===== src/hw/rtl/bitmap_block_allocator_unit_defines.svh =====
// Assertion macros for the bitmap block allocator.
// Included by files that carry concurrent assertions; no other dependencies.
`ifndef BITMAP_BLOCK_ALLOCATOR_UNIT_DEFINES_SVH
`define BITMAP_BLOCK_ALLOCATOR_UNIT_DEFINES_SVH

// Same-cycle implication, disabled during reset
`define BBA_ASSERT_IMPLIES(label, clk, rst, ante, cons, msg) \
   label: assert property (@(posedge clk) disable iff (rst) (ante) |-> (cons)) else $error(msg);

// Next-cycle implication, disabled during reset
`define BBA_ASSERT_NEXT(label, clk, rst, ante, cons, msg) \
   label: assert property (@(posedge clk) disable iff (rst) (ante) |=> (cons)) else $error(msg);

`endif


===== src/hw/rtl/bba_pkg.sv =====
// Shared constants, codes, types and count helpers of the bitmap block allocator.
// No dependencies.
`default_nettype none

package bba_pkg;

   // Geometry
   localparam int MAX_BLOCKS  = 4096;
   localparam int BLOCK_BYTES = 4096;
   localparam int WORD_BITS   = 64;
   localparam int MAP_WORDS   = (MAX_BLOCKS + WORD_BITS - 1) / WORD_BITS;
   localparam int IDX_W       = $clog2(MAX_BLOCKS);
   localparam int BIT_W       = $clog2(WORD_BITS);
   localparam int WI_W        = $clog2(MAP_WORDS);
   localparam int OFS_W       = $clog2(BLOCK_BYTES);
   localparam int OCT_BITS    = 8;
   localparam int OCT_W       = $clog2(OCT_BITS);

   // Field widths
   localparam int KIND_W = 2;
   localparam int ADDR_W = 24;
   localparam int BLK_W  = 13;
   localparam int LEN_W  = 25;
   localparam int STAT_W = 3;

   // Operation codes
   localparam logic [KIND_W-1:0] KIND_INIT  = 2'd0;
   localparam logic [KIND_W-1:0] KIND_ALLOC = 2'd1;
   localparam logic [KIND_W-1:0] KIND_FREE  = 2'd2;
   localparam logic [KIND_W-1:0] KIND_MARK  = 2'd3;

   // Status codes
   localparam logic [STAT_W-1:0] ST_OK      = 3'd0;
   localparam logic [STAT_W-1:0] ST_NOINIT  = 3'd1;
   localparam logic [STAT_W-1:0] ST_ZERO    = 3'd2;
   localparam logic [STAT_W-1:0] ST_NOSPACE = 3'd3;
   localparam logic [STAT_W-1:0] ST_REJECT  = 3'd4;
   localparam logic [STAT_W-1:0] ST_IGNORED = 3'd5;

   // Decode outcome
   localparam logic [1:0] ACT_DONE  = 2'd0;
   localparam logic [1:0] ACT_SCAN  = 2'd1;
   localparam logic [1:0] ACT_RANGE = 2'd2;

   typedef struct packed {
      logic load;
      logic decode;
      logic scan_read;
      logic scan_step;
      logic upd_read;
      logic upd_write;
   } bba_cmd_type;

   typedef struct packed {
      logic [1:0] action;
      logic       scan_hit;
      logic       scan_stop;
      logic       octet_last;
      logic       last_word;
   } bba_sts_type;

   // Add with saturation at the total
   function automatic logic [BLK_W-1:0] sat_add(input logic [BLK_W-1:0] used,
                                                input logic [BLK_W-1:0] n,
                                                input logic [BLK_W-1:0] total);
      logic [BLK_W:0] sum;
      sum = {1'b0, used} + {1'b0, n};
      return (sum > {1'b0, total}) ? total : sum[BLK_W-1:0];
   endfunction

   // Subtract with saturation at zero
   function automatic logic [BLK_W-1:0] sat_sub(input logic [BLK_W-1:0] used,
                                                input logic [BLK_W-1:0] n);
      return (n > used) ? '0 : used - n;
   endfunction

endpackage

`default_nettype wire


===== src/hw/rtl/bba_ctrl.sv =====
// Sequencer of the bitmap block allocator: accept, decode, scan, update, respond.
// Depends on bba_pkg.
`default_nettype none

module bba_ctrl import bba_pkg::*; (
   input  logic        clock,
   input  logic        reset,
   input  logic        start,
   output logic        busy,
   output logic        rsp_valid,
   output bba_cmd_type cmd,
   input  bba_sts_type sts
);

   localparam logic [2:0] S_IDLE      = 3'd0;
   localparam logic [2:0] S_DECODE    = 3'd1;
   localparam logic [2:0] S_SCAN_RD   = 3'd2;
   localparam logic [2:0] S_SCAN_BITS = 3'd3;
   localparam logic [2:0] S_UPD_RD    = 3'd4;
   localparam logic [2:0] S_UPD_WR    = 3'd5;
   localparam logic [2:0] S_RESP      = 3'd6;

   logic [2:0] state_ff;
   logic [2:0] state_in;

   // Next state and commands
   always_comb begin
      cmd      = '0;
      state_in = state_ff;
      case (state_ff)
         S_IDLE: begin
            if (start) begin
               cmd.load = 1'b1;
               state_in = S_DECODE;
            end
         end
         S_DECODE: begin
            cmd.decode = 1'b1;
            case (sts.action)
               ACT_SCAN:  state_in = S_SCAN_RD;
               ACT_RANGE: state_in = S_UPD_RD;
               default:   state_in = S_RESP;
            endcase
         end
         S_SCAN_RD: begin
            cmd.scan_read = 1'b1;
            state_in      = S_SCAN_BITS;
         end
         S_SCAN_BITS: begin
            cmd.scan_step = 1'b1;
            if (sts.scan_hit) begin
               state_in = S_UPD_RD;
            end else if (sts.scan_stop) begin
               state_in = S_RESP;
            end else if (sts.octet_last) begin
               state_in = S_SCAN_RD;
            end
         end
         S_UPD_RD: begin
            cmd.upd_read = 1'b1;
            state_in     = S_UPD_WR;
         end
         S_UPD_WR: begin
            cmd.upd_write = 1'b1;
            state_in      = sts.last_word ? S_RESP : S_UPD_RD;
         end
         S_RESP: begin
            state_in = S_IDLE;
         end
         default: begin
            state_in = S_IDLE;
         end
      endcase
   end

   always_ff @(posedge clock) begin
      if (reset) begin
         state_ff <= S_IDLE;
      end else begin
         state_ff <= state_in;
      end
   end

   assign busy      = (state_ff != S_IDLE);
   assign rsp_valid = (state_ff == S_RESP);

endmodule

`default_nettype wire


===== config.mk =====
export PLATFORM = sky130hd
export DESIGN_NAME = bba_ctrl
export DESIGN_NICKNAME = d
export VERILOG_FILES = /design/src/hw/rtl/bitmap_block_allocator_unit_defines.svh /design/src/hw/rtl/bba_pkg.sv /design/src/hw/rtl/bba_ctrl.sv
export SDC_FILE = /design/constraint.sdc
export NUM_CORES = 1
export LEC_CHECK = 0
export BUFFER_PORTS_ARGS = -buffer_cell sky130_fd_sc_hd__buf_4
export CAP_MARGIN = 0
export CORE_AREA = 2 2 39 41
export CTS_BUF_LIST = sky130_fd_sc_hd__clkbuf_8
export DETAILED_ROUTE_END_ITERATION = 16
export DIE_AREA = 0 0 41 43
export HOLD_SLACK_MARGIN = 0.03
export SETUP_SLACK_MARGIN = 0.05
export SLEW_MARGIN = 20
export SYNTH_ARGS = -nofsm -noshare
export SYNTH_HDL_FRONTEND = slang
export SYNTH_SLANG_ARGS = --single-unit

===== constraint.sdc =====
create_clock -name clock -period 1 [get_ports clock]
set_input_delay 0.2 -clock clock [delete_from_list [all_inputs] [get_ports clock]]
set_output_delay 0.2 -clock clock [all_outputs]
set_load 0.02 [all_outputs]

* Word level (Yosys, flattened, before mapping)
Cells that the tools add are included.
Storage, ports and cells: logic and storage cells 28, register bits after elaboration 3, output and inout port bits 8
Cells by class: muxes and demuxes 14, reduce and logical (&&, ||, !) cells 3, equal/unequal tests 10
Operators with widths (number):
- $pmux 3 s6 | 1
- $mux 3 | 4
- $eq 3x3->1 const B | 3
- $mux 1 | 7
- $eq 3x2->1 const B | 2
- $pmux 3 s2 | 1
- $ne 4x4->1 const B | 1
- $eq 3x1->1 const B | 1
- $logic_not 3->1 | 1
- $reduce_bool 3->1 | 1
- $eq 2x1->1 const B | 1
- $eq 2x2->1 const B | 1
- $mux 2 | 1
- $ne 2x2->1 const B | 1
- $reduce_and 2->1 | 1

* Longest topological paths before layout
depth in word-level cells 4, mapped depth 4

* Worst setup path before layout
OpenSTA, ideal clock, no wires.
kind flip-flop to flip-flop, start register state_ff[1], end register state_ff[1], library setup time 0.074 ns, data required time 0.926 ns, period minus slack after synthesis 1.277 ns, arrival time 1.203 ns, path buffers 0, stages on the path, launching flop included 4, slack -0.277 ns, cells stage by stage dfxtp_1 -> nor3b_1 -> o21ai_1 -> a31oi_1
On the way: cells in the longest elaborated chain, start to end 3, elaborated cells on any way between the ends 10, those cells by class eq/ne (7); mux (1); reduce/logical (2)
Ends and longest elaborated chain:
- from (decl) | RTL line bba_ctrl.sv:23 | logic [2:0] state_ff;
- from (signal assigned) | RTL line bba_ctrl.sv:80 | state_ff <= state_in;
- $eq 3x2->1 / $logic_not 3->1 (equally long branches) | RTL line bba_ctrl.sv:30 | case (state_ff)
- $ne 4x4->1 (no source line) / $ne 2x2->1 (equally long branches)
- $reduce_and 2->1 (no source line)
Several ways; a longest one is shown, not always the timed one. A chain may end at the register's enable or synchronous reset.

==> out/summary.txt <==
biggest regs -> state_ff x3
Avg Inst Size Synth -> 7.59 µm²
final-stage net count -> 65
# hold bufs at CTS -> 0
clk sinks -> 3
Cells after Synth -> 29
most crowded layer after global routing -> met1
commonest non-fill, non-tap cell in the layout -> buf_4
global-route wire length before repair -> 979 µm
YS warnings -> 0
met3 GRT Util -> 0.0314
GR Util All Layers -> 0.0893
f_max -> 760 MHz
Top reg by flops -> state_ff
CP Launch Type -> register
Clock Path Buffers -> 2
Fin. Hold Viols -> 0
critical path cell sequence -> or3_4 > nor2_4 > buf_6
PortBufs -> 16
Leak Pwr -> 0.241 nW
Max stage delay cell, worst path -> or3_4
Root Buffer -> clkbuf_8
Initial Utilization -> 0.159
Crit Path Max Fanout -> 2
Pre-antenna DRT Iters -> 2
Mapped Area -> 220 µm²
PD cells -> 1940 nW/µm²
status -> finished, violations left
dpl hpwl -> 488 µm
DRC errors left -> 0
grt met1 use -> 0.115
maximum VDD drop -> 0.557 mV
Die Wd -> 41 µm
Via Count -> 306
cts bufs inserted -> 3
die area -> 1760 µm²
Die Y -> 43 µm
Final Max Slew Viols -> 0
syn nets -> 38
Inst Count DP -> 65
max FFs per register -> 3
Setup violations, final -> 11
worst slew pin tran -> 0.247 ns
Synth Register Bits -> 3
WL per Instance -> 9.62 µm
Final min period -> 1.32 ns
largest net degree at the start of global routing -> 12
Yosys cell types -> 21
grt ovf -> 0
Setup CP Type -> reg -> out
# diodes -> 0
max capacitance violation total -> 0
RSZ-0062 raised after global routing -> yes
area delta synth->final -> 134%
TNS Setup -> -2.30 ns
Crit path largest cell delay -> 0.39 ns
initial antenna violation count -> 0
Data required, critical path -> 0.80 ns
Worst EP arrival -> 1.12 ns
I/O pin cnt -> 17
core area -> 1380 µm²
Reg clk slew, reported paths -> 0.03 ns
Non-Filler Instances -> 71
flop2flop setup slack -> -0.10 ns
final worst slack -> -0.316 ns
pre-CTS WS -> -0.149 ns
failing checks -> negative setup slack
most frequent cells in the layout -> 16 x buf_4, 7 x buf_6
part of the cycle the worst path needs -> 1.32
CTS tree -> done
sequential-to-total area share from yosys stat -> 0.273
nature of the critical path endpoint -> output port
overall routed net length -> 683 µm
fraction of layout cells with a size suffix above 1 -> 0.691
final hold slack -> 0.156 ns
clk_skew -> 0.000298 ns
# rows -> 14
Clk Latency, worst-skew pair -> 0.21 ns
vias in the first global route -> 244
routing usage on met2 -> 0.100
H-tree depth -> 1
Hold WC Path Type -> in -> reg
DR iter-0 viols -> 1
Rel. slew slack -> 0.834
Avg Vias per Cell -> 4.31
post-route antenna net violation count -> 0
routability cong. -> 0.646
[power breakdown]
group / total (mW) / internal, mW / leakage (nW) / switching [mW]
logic: 0.492 / 0.265 / 0.188 / 0.228
clock network: 0.340 / 0.261 / 0.0269 / 0.0792
registers: 0.164 / 0.148 / 0.0258 / 0.0163
[final timing paths]
path | start | endpoint | cells after the start
hold reg to reg | state_ff[1] | state_ff[2] | 3
setup reg to reg | state_ff[0] | state_ff[1] | 5
hold / removal | reset | state_ff[2] | 2
setup / recovery | state_ff[0] | cmd[5] | 3
[worst max-delay path, delay by kind of cell, from the launching register on]
family                 cells  cell delay (ns)
and+or+nand+nor            2             0.48
buffers and inverters      1             0.12
DFF                        1             0.30
[logic make-up (layout without fill, tap and decap cells)]
kind of cell / Yosys count / count (layout) / synth area share
buffers and inverters: 4 / 30 / 0.0852
DFF: 3 / 3 / 0.273
and+or+nand+nor: 14 / 14 / 0.398
AOI/OAI and AO/OA: 8 / 8 / 0.244
[layer usage]
| layer | vias up | routed length, µm |
|---|---|---|
| met4 | 0 | 0 |
| met2 | 13 | 327 |
| met1 | 139 | 294 |
| met3 | 0 | 61 |
| li1 | 154 | - |
| met5 | - | 0 |
[synth_stat cells]
cell | count | area share
a21oi_1 | 2 | 0.045
a311o_1 | 1 | 0.045
nor2b_1 | 1 | 0.028
nor2_2 | 1 | 0.028
a211oi_1 | 1 | 0.034
o21a_1 | 1 | 0.034
and2_1 | 1 | 0.028
o211ai_1 | 1 | 0.034
or3_4 | 1 | 0.051
a31oi_1 | 1 | 0.028
dfxtp_1 | 3 | 0.27
nand2_1 | 3 | 0.051
buf_4 | 1 | 0.034
nor2_1 | 1 | 0.017
and2b_1 | 1 | 0.034
o21ai_1 | 1 | 0.023
and3b_1 | 1 | 0.040
inv_1 | 3 | 0.051
nor3_1 | 1 | 0.023
nor3b_1 | 2 | 0.068
or3_1 | 1 | 0.028
[through the flow]
step / area, µm² / power [mW] / util
6_report: 514 / 0.997 / 0.372
3_3_place_gp: 409 / 0.570 / 0.296
2_1_floorplan: 243 / 0.415 / -
5_1_grt: 514 / 1.06 / 0.372
3_5_place_dp: 409 / 0.571 / 0.296
4_1_cts: 492 / 0.977 / 0.355
[what timing repair did]
action / 4_1_cts / 5_1_grt
pin swaps: 3 / 1
setup endpoints to repair: 11 / 11
gates resized for setup: 11 / 4
setup buffers: 0 / 2
[layout make-up]
type | instances | area (µm²)
fillers | 155 | 870
multi-input cells | 22 | 173
inverters | 3 | 13.8
flip-flops and latches | 3 | 63.8
clock buffers | 3 | 41.3
clock inverters | 1 | 3.75
repair buffers | 23 | 199
well taps | 16 | 20.0
No activity file was read; power rests on OpenSTA's default activity.
